### config.mk
export PLATFORM = sky130hd
export DESIGN_NAME = doppler_peak_target_detector_core
export DESIGN_NICKNAME = d
export VERILOG_FILES = /design/src/rtl/dptd_pkg.sv /design/src/rtl/dptd_front.sv /design/src/rtl/dptd_fifo.sv /design/src/rtl/dptd_back.sv /design/src/rtl/doppler_peak_target_detector_core.sv
export SDC_FILE = /design/constraint.sdc
export NUM_CORES = 2
export LEC_CHECK = 0
export BUFFER_PORTS_ARGS = -buffer_cell sky130_fd_sc_hd__buf_2
export CORE_MARGIN = 5
export CORE_UTILIZATION = 57
export DETAILED_ROUTE_END_ITERATION = 6
export MAX_ROUTING_LAYER = met4
export PLACE_DENSITY = 0.81
export RECOVER_POWER = 50
export SYNTH_ARGS = -nofsm -noshare
export SYNTH_HDL_FRONTEND = slang
export SYNTH_SLANG_ARGS = --single-unit
### constraint.sdc
create_clock -name clk -period 8.1 [get_ports clk]
set_input_delay 0 -clock clk [delete_from_list [all_inputs] [get_ports clk]]
set_output_delay 0 -clock clk [all_outputs]
set_load 0.005 [all_outputs]
### src/rtl/dptd_pkg.sv
// Shared constants and types of the Doppler peak target detector.
`timescale 1ns / 1ps

package dptd_pkg;

	localparam int FRAME_BINS  = 1024;
	localparam int MAX_TARGETS = 16;
	localparam int Q_DEPTH     = 4;

	localparam int BIN_W     = $clog2(FRAME_BINS);
	localparam int ACC_W     = $clog2(MAX_TARGETS + 1);
	localparam int CFG_IDX_W = 3;

	localparam logic [CFG_IDX_W-1:0] REG_THRESHOLD     = 3'd0;
	localparam logic [CFG_IDX_W-1:0] REG_LOW_BIN       = 3'd1;
	localparam logic [CFG_IDX_W-1:0] REG_HIGH_BIN      = 3'd2;
	localparam logic [CFG_IDX_W-1:0] REG_SKIP_BINS     = 3'd3;
	localparam logic [CFG_IDX_W-1:0] REG_SPEED_PER_BIN = 3'd4;

	localparam logic KIND_TARGET  = 1'b0;
	localparam logic KIND_SUMMARY = 1'b1;

	localparam logic DIR_APPROACHING = 1'b0;
	localparam logic DIR_RECEDING    = 1'b1;

	// One queue entry holds every result that one bin produces.
	typedef struct packed {
		logic        rec_v;
		logic        app_v;
		logic        sum_v;
		logic [9:0]  bin;
		logic [31:0] speed;
		logic [4:0]  rec_cnt;
		logic        rec_drop;
		logic [4:0]  app_cnt;
		logic        app_drop;
		logic [4:0]  sum_cnt;
		logic        sum_drop;
	} entry_t;

endpackage

### src/rtl/dptd_front.sv
// Front end: configuration registers, per-side peak search and result classification.
`timescale 1ns / 1ps

module dptd_front (
	input  logic                            clk,
	input  logic                            arst_n,
	input  logic                            cfg_valid,
	output logic                            cfg_ready,
	input  logic [dptd_pkg::CFG_IDX_W-1:0]  cfg_index,
	input  logic [31:0]                     cfg_data,
	input  logic                            in_valid,
	output logic                            in_stall,
	input  logic [31:0]                     receding_magnitude,
	input  logic [31:0]                     approaching_magnitude,
	input  logic                            last_bin,
	output logic                            push,
	output dptd_pkg::entry_t                push_data,
	input  logic                            full
);
	import dptd_pkg::*;

	logic [31:0]      thr_q;
	logic [10:0]      low_q;
	logic [10:0]      high_q;
	logic [9:0]       skip_cfg_q;
	logic [31:0]      spb_q;

	logic [BIN_W-1:0] bin_cnt_q;
	logic [31:0]      prior_q  [2];
	logic [31:0]      cand_m_q [2];
	logic             cand_v_q [2];
	logic [31:0]      rmax_q   [2];
	logic [9:0]       skip_q   [2];
	logic [ACC_W-1:0] acc_q;
	logic             drop_q;

	logic [31:0]      x        [2];
	logic             hit      [2];
	logic [31:0]      prior_n  [2];
	logic [31:0]      cand_m_n [2];
	logic             cand_v_n [2];
	logic [31:0]      rmax_n   [2];
	logic [9:0]       skip_n   [2];

	logic                   accept;
	logic                   closing;
	logic                   in_band;
	logic [BIN_W-1:0]       bin_m1;
	logic [BIN_W+31:0]      product;
	logic [31:0]            speed;
	logic                   rep0;
	logic                   rep1;
	logic [ACC_W-1:0]       acc1;
	logic [ACC_W-1:0]       acc2;
	logic                   drop1;
	logic                   drop2;

	function automatic logic [4:0] to_count(input logic [ACC_W-1:0] v);
		logic [ACC_W+4:0] w;
		w = {5'b0, v};
		return w[4:0];
	endfunction

	function automatic logic [9:0] to_bin(input logic [BIN_W-1:0] v);
		logic [BIN_W+9:0] w;
		w = {10'b0, v};
		return w[9:0];
	endfunction

	assign cfg_ready = 1'b1;
	assign in_stall  = full;
	assign accept    = in_valid && !full;

	assign x[0] = receding_magnitude;
	assign x[1] = approaching_magnitude;

	assign closing = last_bin || (bin_cnt_q == BIN_W'(FRAME_BINS - 1));
	assign in_band = ({11'b0, bin_cnt_q} >= {{BIN_W{1'b0}}, low_q}) &&
		({11'b0, bin_cnt_q} < {{BIN_W{1'b0}}, high_q});

	// A reported peak always lies one bin behind the current one.
	assign bin_m1  = bin_cnt_q - BIN_W'(1);
	assign product = {32'b0, bin_m1} * {{BIN_W{1'b0}}, spb_q};
	assign speed   = (product[BIN_W+31:32] != '0) ? 32'hFFFF_FFFF : product[31:0];

	always_comb begin
		logic [9:0]  skip_eff;
		logic [31:0] rmax_eff;
		for (int s = 0; s < 2; s++) begin
			hit[s]      = cand_v_q[s] && (x[s] < cand_m_q[s]);
			skip_eff    = hit[s] ? skip_cfg_q : skip_q[s];
			rmax_eff    = hit[s] ? 32'd0 : rmax_q[s];
			skip_n[s]   = skip_eff;
			rmax_n[s]   = rmax_eff;
			cand_v_n[s] = 1'b0;
			cand_m_n[s] = cand_m_q[s];
			prior_n[s]  = x[s];
			if (skip_eff != 10'd0) begin
				skip_n[s] = skip_eff - 10'd1;
			end else if (bin_cnt_q == '0) begin
				rmax_n[s] = x[s];
			end else if (in_band && (x[s] > rmax_eff) && (x[s] > thr_q)) begin
				rmax_n[s] = x[s];
				if ((prior_q[s] < x[s]) && !closing) begin
					cand_v_n[s] = 1'b1;
					cand_m_n[s] = x[s];
				end
			end
		end
	end

	assign rep0  = hit[0] && (acc_q < ACC_W'(MAX_TARGETS));
	assign acc1  = acc_q + ACC_W'(rep0);
	assign drop1 = drop_q || (hit[0] && !rep0);
	assign rep1  = hit[1] && (acc1 < ACC_W'(MAX_TARGETS));
	assign acc2  = acc1 + ACC_W'(rep1);
	assign drop2 = drop1 || (hit[1] && !rep1);

	assign push = accept && (rep0 || rep1 || closing);

	always_comb begin
		push_data.rec_v    = rep0;
		push_data.app_v    = rep1;
		push_data.sum_v    = closing;
		push_data.bin      = to_bin(bin_m1);
		push_data.speed    = speed;
		push_data.rec_cnt  = to_count(acc1);
		push_data.rec_drop = drop_q;
		push_data.app_cnt  = to_count(acc2);
		push_data.app_drop = drop1;
		push_data.sum_cnt  = to_count(acc2);
		push_data.sum_drop = drop2;
	end

	always_ff @(posedge clk or negedge arst_n) begin
		if (!arst_n) begin
			thr_q      <= 32'd0;
			low_q      <= 11'd1;
			high_q     <= 11'd1024;
			skip_cfg_q <= 10'd0;
			spb_q      <= 32'd65536;
		end else if (cfg_valid && cfg_ready) begin
			case (cfg_index)
				REG_THRESHOLD:     thr_q      <= cfg_data;
				REG_LOW_BIN:       low_q      <= cfg_data[10:0];
				REG_HIGH_BIN:      high_q     <= cfg_data[10:0];
				REG_SKIP_BINS:     skip_cfg_q <= cfg_data[9:0];
				REG_SPEED_PER_BIN: spb_q      <= cfg_data;
				default: ;
			endcase
		end
	end

	always_ff @(posedge clk or negedge arst_n) begin
		if (!arst_n) begin
			bin_cnt_q <= '0;
			acc_q     <= '0;
			drop_q    <= 1'b0;
			for (int s = 0; s < 2; s++) begin
				prior_q[s]  <= 32'd0;
				cand_m_q[s] <= 32'd0;
				cand_v_q[s] <= 1'b0;
				rmax_q[s]   <= 32'd0;
				skip_q[s]   <= 10'd0;
			end
		end else if (accept) begin
			if (closing) begin
				bin_cnt_q <= '0;
				acc_q     <= '0;
				drop_q    <= 1'b0;
				for (int s = 0; s < 2; s++) begin
					prior_q[s]  <= 32'd0;
					cand_m_q[s] <= 32'd0;
					cand_v_q[s] <= 1'b0;
					rmax_q[s]   <= 32'd0;
					skip_q[s]   <= 10'd0;
				end
			end else begin
				bin_cnt_q <= bin_cnt_q + BIN_W'(1);
				acc_q     <= acc2;
				drop_q    <= drop2;
				for (int s = 0; s < 2; s++) begin
					prior_q[s]  <= prior_n[s];
					cand_m_q[s] <= cand_m_n[s];
					cand_v_q[s] <= cand_v_n[s];
					rmax_q[s]   <= rmax_n[s];
					skip_q[s]   <= skip_n[s];
				end
			end
		end
	end

	a_acc_bound: assert property (@(posedge clk) disable iff (!arst_n)
		acc_q <= ACC_W'(MAX_TARGETS))
		else $error("Accepted target count exceeds the maximum.");

	a_frame_wrap: assert property (@(posedge clk) disable iff (!arst_n)
		accept && closing |=> bin_cnt_q == '0 && acc_q == '0 && !drop_q)
		else $error("Frame state not cleared after the closing bin.");

	a_no_cand_on_close: assert property (@(posedge clk) disable iff (!arst_n)
		accept && closing |=> !cand_v_q[0] && !cand_v_q[1])
		else $error("Candidate survived the end of a frame.");

endmodule

### src/rtl/dptd_fifo.sv
// Short result queue between the front end and the back end.
`timescale 1ns / 1ps

module dptd_fifo (
	input  logic              clk,
	input  logic              arst_n,
	input  logic              push,
	input  dptd_pkg::entry_t  push_data,
	output logic              full,
	input  logic              pop,
	output logic              empty,
	output dptd_pkg::entry_t  head
);
	import dptd_pkg::*;

	localparam int PTR_W = (Q_DEPTH > 1) ? $clog2(Q_DEPTH) : 1;
	localparam int CNT_W = $clog2(Q_DEPTH + 1);

	entry_t           mem_q [Q_DEPTH];
	logic [PTR_W-1:0] wr_ptr_q;
	logic [PTR_W-1:0] rd_ptr_q;
	logic [CNT_W-1:0] count_q;

	assign full  = (count_q == CNT_W'(Q_DEPTH));
	assign empty = (count_q == '0);
	assign head  = mem_q[rd_ptr_q];

	always_ff @(posedge clk) begin
		if (push) begin
			mem_q[wr_ptr_q] <= push_data;
		end
	end

	always_ff @(posedge clk or negedge arst_n) begin
		if (!arst_n) begin
			wr_ptr_q <= '0;
			rd_ptr_q <= '0;
			count_q  <= '0;
		end else begin
			if (push) begin
				wr_ptr_q <= (wr_ptr_q == PTR_W'(Q_DEPTH - 1)) ? '0 : wr_ptr_q + PTR_W'(1);
			end
			if (pop) begin
				rd_ptr_q <= (rd_ptr_q == PTR_W'(Q_DEPTH - 1)) ? '0 : rd_ptr_q + PTR_W'(1);
			end
			if (push && !pop) begin
				count_q <= count_q + CNT_W'(1);
			end else if (pop && !push) begin
				count_q <= count_q - CNT_W'(1);
			end
		end
	end

	a_no_overrun: assert property (@(posedge clk) disable iff (!arst_n)
		!(push && full))
		else $error("Push into a full queue.");

	a_no_underrun: assert property (@(posedge clk) disable iff (!arst_n)
		!(pop && empty))
		else $error("Pop from an empty queue.");

	a_count_bound: assert property (@(posedge clk) disable iff (!arst_n)
		count_q <= CNT_W'(Q_DEPTH))
		else $error("Queue occupancy out of range.");

endmodule

### src/rtl/dptd_back.sv
// Back end: splits each queue entry into result beats and holds the output register.
`timescale 1ns / 1ps

module dptd_back (
	input  logic              clk,
	input  logic              arst_n,
	input  logic              empty,
	input  dptd_pkg::entry_t  head,
	output logic              pop,
	output logic              out_valid,
	input  logic              out_stall,
	output logic              kind,
	output logic              direction,
	output logic [9:0]        bin_index,
	output logic [31:0]       speed_kph,
	output logic [4:0]        target_count,
	output logic              overflow,
	output logic              last
);
	import dptd_pkg::*;

	logic        out_v_q;
	logic        kind_q;
	logic        dir_q;
	logic [9:0]  bin_q;
	logic [31:0] speed_q;
	logic [4:0]  cnt_q;
	logic        ovf_q;
	logic        last_q;
	logic        rec_done_q;
	logic        app_done_q;

	logic load;
	logic rec_p;
	logic app_p;
	logic sel_last;

	assign load  = !empty && (!out_v_q || !out_stall);
	assign rec_p = head.rec_v && !rec_done_q;
	assign app_p = head.app_v && !app_done_q;

	always_comb begin
		if (rec_p) begin
			sel_last = !app_p && !head.sum_v;
		end else if (app_p) begin
			sel_last = !head.sum_v;
		end else begin
			sel_last = 1'b1;
		end
	end

	assign pop = load && sel_last;

	always_ff @(posedge clk or negedge arst_n) begin
		if (!arst_n) begin
			out_v_q    <= 1'b0;
			rec_done_q <= 1'b0;
			app_done_q <= 1'b0;
		end else begin
			if (load) begin
				out_v_q <= 1'b1;
			end else if (!out_stall) begin
				out_v_q <= 1'b0;
			end
			if (pop) begin
				rec_done_q <= 1'b0;
				app_done_q <= 1'b0;
			end else if (load) begin
				if (rec_p) begin
					rec_done_q <= 1'b1;
				end else begin
					app_done_q <= 1'b1;
				end
			end
		end
	end

	always_ff @(posedge clk) begin
		if (load) begin
			last_q <= sel_last;
			if (rec_p) begin
				kind_q  <= KIND_TARGET;
				dir_q   <= DIR_RECEDING;
				bin_q   <= head.bin;
				speed_q <= head.speed;
				cnt_q   <= head.rec_cnt;
				ovf_q   <= head.rec_drop;
			end else if (app_p) begin
				kind_q  <= KIND_TARGET;
				dir_q   <= DIR_APPROACHING;
				bin_q   <= head.bin;
				speed_q <= head.speed;
				cnt_q   <= head.app_cnt;
				ovf_q   <= head.app_drop;
			end else begin
				kind_q  <= KIND_SUMMARY;
				dir_q   <= DIR_APPROACHING;
				bin_q   <= 10'd0;
				speed_q <= 32'd0;
				cnt_q   <= head.sum_cnt;
				ovf_q   <= head.sum_drop;
			end
		end
	end

	assign out_valid    = out_v_q;
	assign kind         = kind_q;
	assign direction    = dir_q;
	assign bin_index    = bin_q;
	assign speed_kph    = speed_q;
	assign target_count = cnt_q;
	assign overflow     = ovf_q;
	assign last         = last_q;

	a_summary_last: assert property (@(posedge clk) disable iff (!arst_n)
		out_v_q && kind_q == KIND_SUMMARY |-> last_q && bin_q == 10'd0 && speed_q == 32'd0)
		else $error("Summary beat is malformed.");

	a_rec_done_head: assert property (@(posedge clk) disable iff (!arst_n)
		rec_done_q |-> !empty && head.rec_v)
		else $error("Receding report marked sent without a pending entry.");

	a_app_done_tail: assert property (@(posedge clk) disable iff (!arst_n)
		app_done_q |-> !empty && head.app_v && head.sum_v)
		else $error("Approaching report marked sent without a following summary.");

endmodule

### src/rtl/doppler_peak_target_detector_core.sv
// Top level of the Doppler peak target detector.
//
//   Channel  Handshake               Payload
//   input    in_valid / in_stall     receding_magnitude, approaching_magnitude, last_bin
//   output   out_valid / out_stall   kind, direction, bin_index, speed_kph, target_count,
//                                    overflow, last
//   config   cfg_valid / cfg_ready   cfg_index, cfg_data
//
// The front end takes one bin per cycle and writes a queue entry for every bin that
// yields results; the speed product is formed there in the same cycle.
// The back end sends one result beat per cycle unless stalled; an entry is held until
// all are sent; the four-entry queue absorbs bursts and the input stalls only when full.
// Reset is asynchronous and clears all control and search state; no clearing pass.
// An output stall holds the output register and backs up into the queue.
`timescale 1ns / 1ps

module doppler_peak_target_detector_core (
	input  logic                            clk,
	input  logic                            arst_n,
	input  logic                            cfg_valid,
	output logic                            cfg_ready,
	input  logic [dptd_pkg::CFG_IDX_W-1:0]  cfg_index,
	input  logic [31:0]                     cfg_data,
	input  logic                            in_valid,
	output logic                            in_stall,
	input  logic [31:0]                     receding_magnitude,
	input  logic [31:0]                     approaching_magnitude,
	input  logic                            last_bin,
	output logic                            out_valid,
	input  logic                            out_stall,
	output logic                            kind,
	output logic                            direction,
	output logic [9:0]                      bin_index,
	output logic [31:0]                     speed_kph,
	output logic [4:0]                      target_count,
	output logic                            overflow,
	output logic                            last
);
	import dptd_pkg::*;

	logic   push;
	entry_t push_data;
	logic   full;
	logic   pop;
	logic   empty;
	entry_t head;

	dptd_front u_front (
		.clk                   (clk),
		.arst_n                (arst_n),
		.cfg_valid             (cfg_valid),
		.cfg_ready             (cfg_ready),
		.cfg_index             (cfg_index),
		.cfg_data              (cfg_data),
		.in_valid              (in_valid),
		.in_stall              (in_stall),
		.receding_magnitude    (receding_magnitude),
		.approaching_magnitude (approaching_magnitude),
		.last_bin              (last_bin),
		.push                  (push),
		.push_data             (push_data),
		.full                  (full)
	);

	dptd_fifo u_fifo (
		.clk       (clk),
		.arst_n    (arst_n),
		.push      (push),
		.push_data (push_data),
		.full      (full),
		.pop       (pop),
		.empty     (empty),
		.head      (head)
	);

	dptd_back u_back (
		.clk          (clk),
		.arst_n       (arst_n),
		.empty        (empty),
		.head         (head),
		.pop          (pop),
		.out_valid    (out_valid),
		.out_stall    (out_stall),
		.kind         (kind),
		.direction    (direction),
		.bin_index    (bin_index),
		.speed_kph    (speed_kph),
		.target_count (target_count),
		.overflow     (overflow),
		.last         (last)
	);

endmodule

==> impl_metrics.yaml <==
run:
  cap_violations: 5
clocking:
  cts-root-buf: "clkbuf_16"
  htreeDepth: 3
  cts.sinks: 619
  clk_path_buf_depth: 3
  worstSkewPairLatency_ns: 0.63
  cts_buffers: 66
  clk_pin_slew_ns: 0.06
  cts_tree: "done"
global_route:
  grt_first_pass_wirelength_mm: 169
  grt_usage_pct: 27.7
  antenna_found_initial: 4
  grt_max_degree: 174
  grt_pass1_vias: 31000
  overflow: 0
drt:
  route.detailed.drc: 0
  drtIter0Drc: 2531
  vias_per_cell: 6.02
  routed_wl_mm: 105
  wl_per_cell_um: 20.7
  vias: 30500
  drtPass1Iterations: 6
  antenna_left: 0
logic_synthesis:
  yosysWarnings: 0
  synth_cell_types: 90
  synth-compound-area-share_pct: 12.0
  syn_nets: 4543
  synth_mux_area_share_pct: 5.15
  syn_avg_cell_area_um2: 10.9
  synth_seq_cells: 619
  synth_fa_ha_area_share_pct: 22.4
  synthXorXnorAreaFrac_pct: 1.20
  ys.flop_type: "dfrtp_1"
  yosysSeqAreaShare_pct: 40.6
  syn-cell-area_um2: 41700
  syn_inst: 3836
  synthSimpleGateAreaFrac_pct: 12.1
  synth_edf_count: 283
  synth_top_family_by_area: "adder cells"
  async_reset_ff_share_pct: 54.3
sta:
  holdWs_ns: 0.120
  finalCriticalPeriod_ns: 7.90
  fmax_mhz: 127
  maxSlewViolCount: 319
  hold_violations: 0
  min_period_over_period_pct: 97.5
  rsz0062_at_grt: "true"
  skew_ns: 0.0427
  worst_pin_slew_ns: 5.43
  setup_viol: 0
  relSlewSlack_pct: -262
floorplan:
  num_rows: 99
  die_h_um: 280
  coreArea_um2: 72700
  die_x_um: 280
  die-area_um2: 78600
  start_util_pct: 57.3
  ios: 159
final_layout:
  layout_common_cells: "inv_1 (520), nand2_1 (403), ha_1 (362)"
  final_area_um2: 46900
  fin_util_pct: 64.5
  nNetsFinal: 4758
  area_growth_pct: 12.6
  fin_cells: 5061
  drive_gt1_share_pct: 11.4
  final_common_cell: "inv_1"
placement:
  port_buffers: 157
  place_hpwl_mm: 71.8
  place_area_um2: 43700
  gp_congestion: 0.931
  post-place-cells: 4836
worst_setup_path:
  critPathKind: "flop to flop"
  arrival_ns: 8.20
  crit_required_ns: 8.40
  worstSetupEndpointType: "flop"
  path_max_fanout: 32
  cp-start-kind: "flop"
run_status:
  status: "finished, violations left"
  violations: "max-capacitance violations, max-slew violations"
hold_path:
  hold_class: "input port to flop"
-- worst paths after layout --
kind / cells after the start / to / start / slack [ns]
max: 26 / u_fifo.mem_q[0][49] / u_front.bin_cnt_q[3] / 0.20
min: 5 / u_front.acc_q[3] / in_valid / 0.12
max reg2reg: 26 / u_fifo.mem_q[0][49] / u_front.bin_cnt_q[3] / 0.20
min reg2reg: 2 / u_front.prior_q[0] / u_front.prior_q[0] / 0.48
max in group asynchronous: 3 / u_fifo.rd_ptr_q[0] / arst_n / 2.10
min in group asynchronous: 2 / u_front.cand_m_q[53] / arst_n / 1.93
-- routing by layer --
metal	vias up	wire length (um)	GRT usage [%]	part of all wire, %
met3	265	7600	4.39	7.2
met2	1256	50000	43.6	48
met4	0	3820	9.52	3.6
li1	13700	-	-	-
met5	-	0	-	0
met1	15300	43400	37.1	41
-- flip-flops by register name, indices dropped and copies added, names as in the netlist, 20 cells and up --
name,count
u_front.prior_q,64
u_front.thr_q,32
u_front.rmax_q,64
u_front.cand_m_q,64
u_front.skip_q,20
u_fifo.mem_q,232
u_front.spb_q,32
u_back.speed_kph,32
-- per-stage QoR --
stage	setup TNS [ns]	setup WS, ns
floorplan	0	0.488
global route	-5.48	-0.0748
finish	0	0.202
detailed placement	0	0.153
global placement	0	0.359
CTS	0	0.0989
-- critical path, stage by stage (launching register included) --
cell and delay [ns]:
dfrtp_1 0.39, nor3_2 0.22, nand2b_1 0.10, or3_1 0.41
nor4_4 0.22, xor2_2 0.25, buf_12 0.19, nand2_1 0.09
fa_1 0.53, fa_1 0.55, inv_1 0.06, fa_1 0.51
fa_1 0.55, inv_1 0.06, fa_1 0.53, inv_1 0.04
ha_1 0.36, a21oi_1 0.16, nor2_1 0.07, o21ai_0 0.33
a31oi_1 0.21, a41o_1 0.34, a311o_1 0.38, o211ai_2 0.09
nand3_2 0.12, buf_12 0.18, or4_1 0.60
-- repair_timing --
item | 4_1_cts | 5_1_grt
setup endpoints to repair | 0 | 128
gates resized for setup | 0 | 15
endpoints found under the hold margin | 391 | 0
hold buffers | 102 | 0
setup buffers | 0 | 3
-- kinds of logic after synthesis --
kind of cell | count (synthesis)
DFF | 619
muxes | 132
and+or+nand+nor | 999
adders and majority gates | 603
buffers and inverters | 710
xor gates and xnor gates | 57
AOI/OAI and AO/OA | 715
other | 1
-- layout make-up --
class / count / area [um^2]
clock buffers: 89 / 1810
inverters: 523 / 1970
repair buffers: 334 / 2360
clock inverters: 27 / 378
flip-flops and latches: 619 / 16900
fillers: 5325 / 25800
well taps: 959 / 1200
multi-input cells: 2507 / 22300
diodes: 3 / 7.51
-- cell usage after synthesis (all sizes together), types with 34 or more instances --
library cell | count | share of area, %
inv | 523 | 4.7
nand2 | 403 | 3.6
ha | 363 | 11
dfrtp | 333 | 20
edfxtp | 283 | 20
fa | 239 | 11
nor2b | 160 | 2.4
o21ai | 151 | 1.8
clkbuf | 144 | 1.3
a21oi | 128 | 1.5
and2 | 110 | 1.7
a22o | 103 | 2.2
nor2 | 93 | 0.84
a21o | 79 | 1.4
o31ai | 73 | 1.3
mux4 | 60 | 3.2
mux2 | 55 | 1.5
nand4 | 50 | 0.75
buf | 43 | 0.54
or4 | 36 | 0.65
nor3 | 34 | 0.41
o2bb2ai | 34 | 0.71
Power is left out: the tool's default activity adds up to more than one toggle a clock period on the data nets, which glitch-free logic cannot reach.
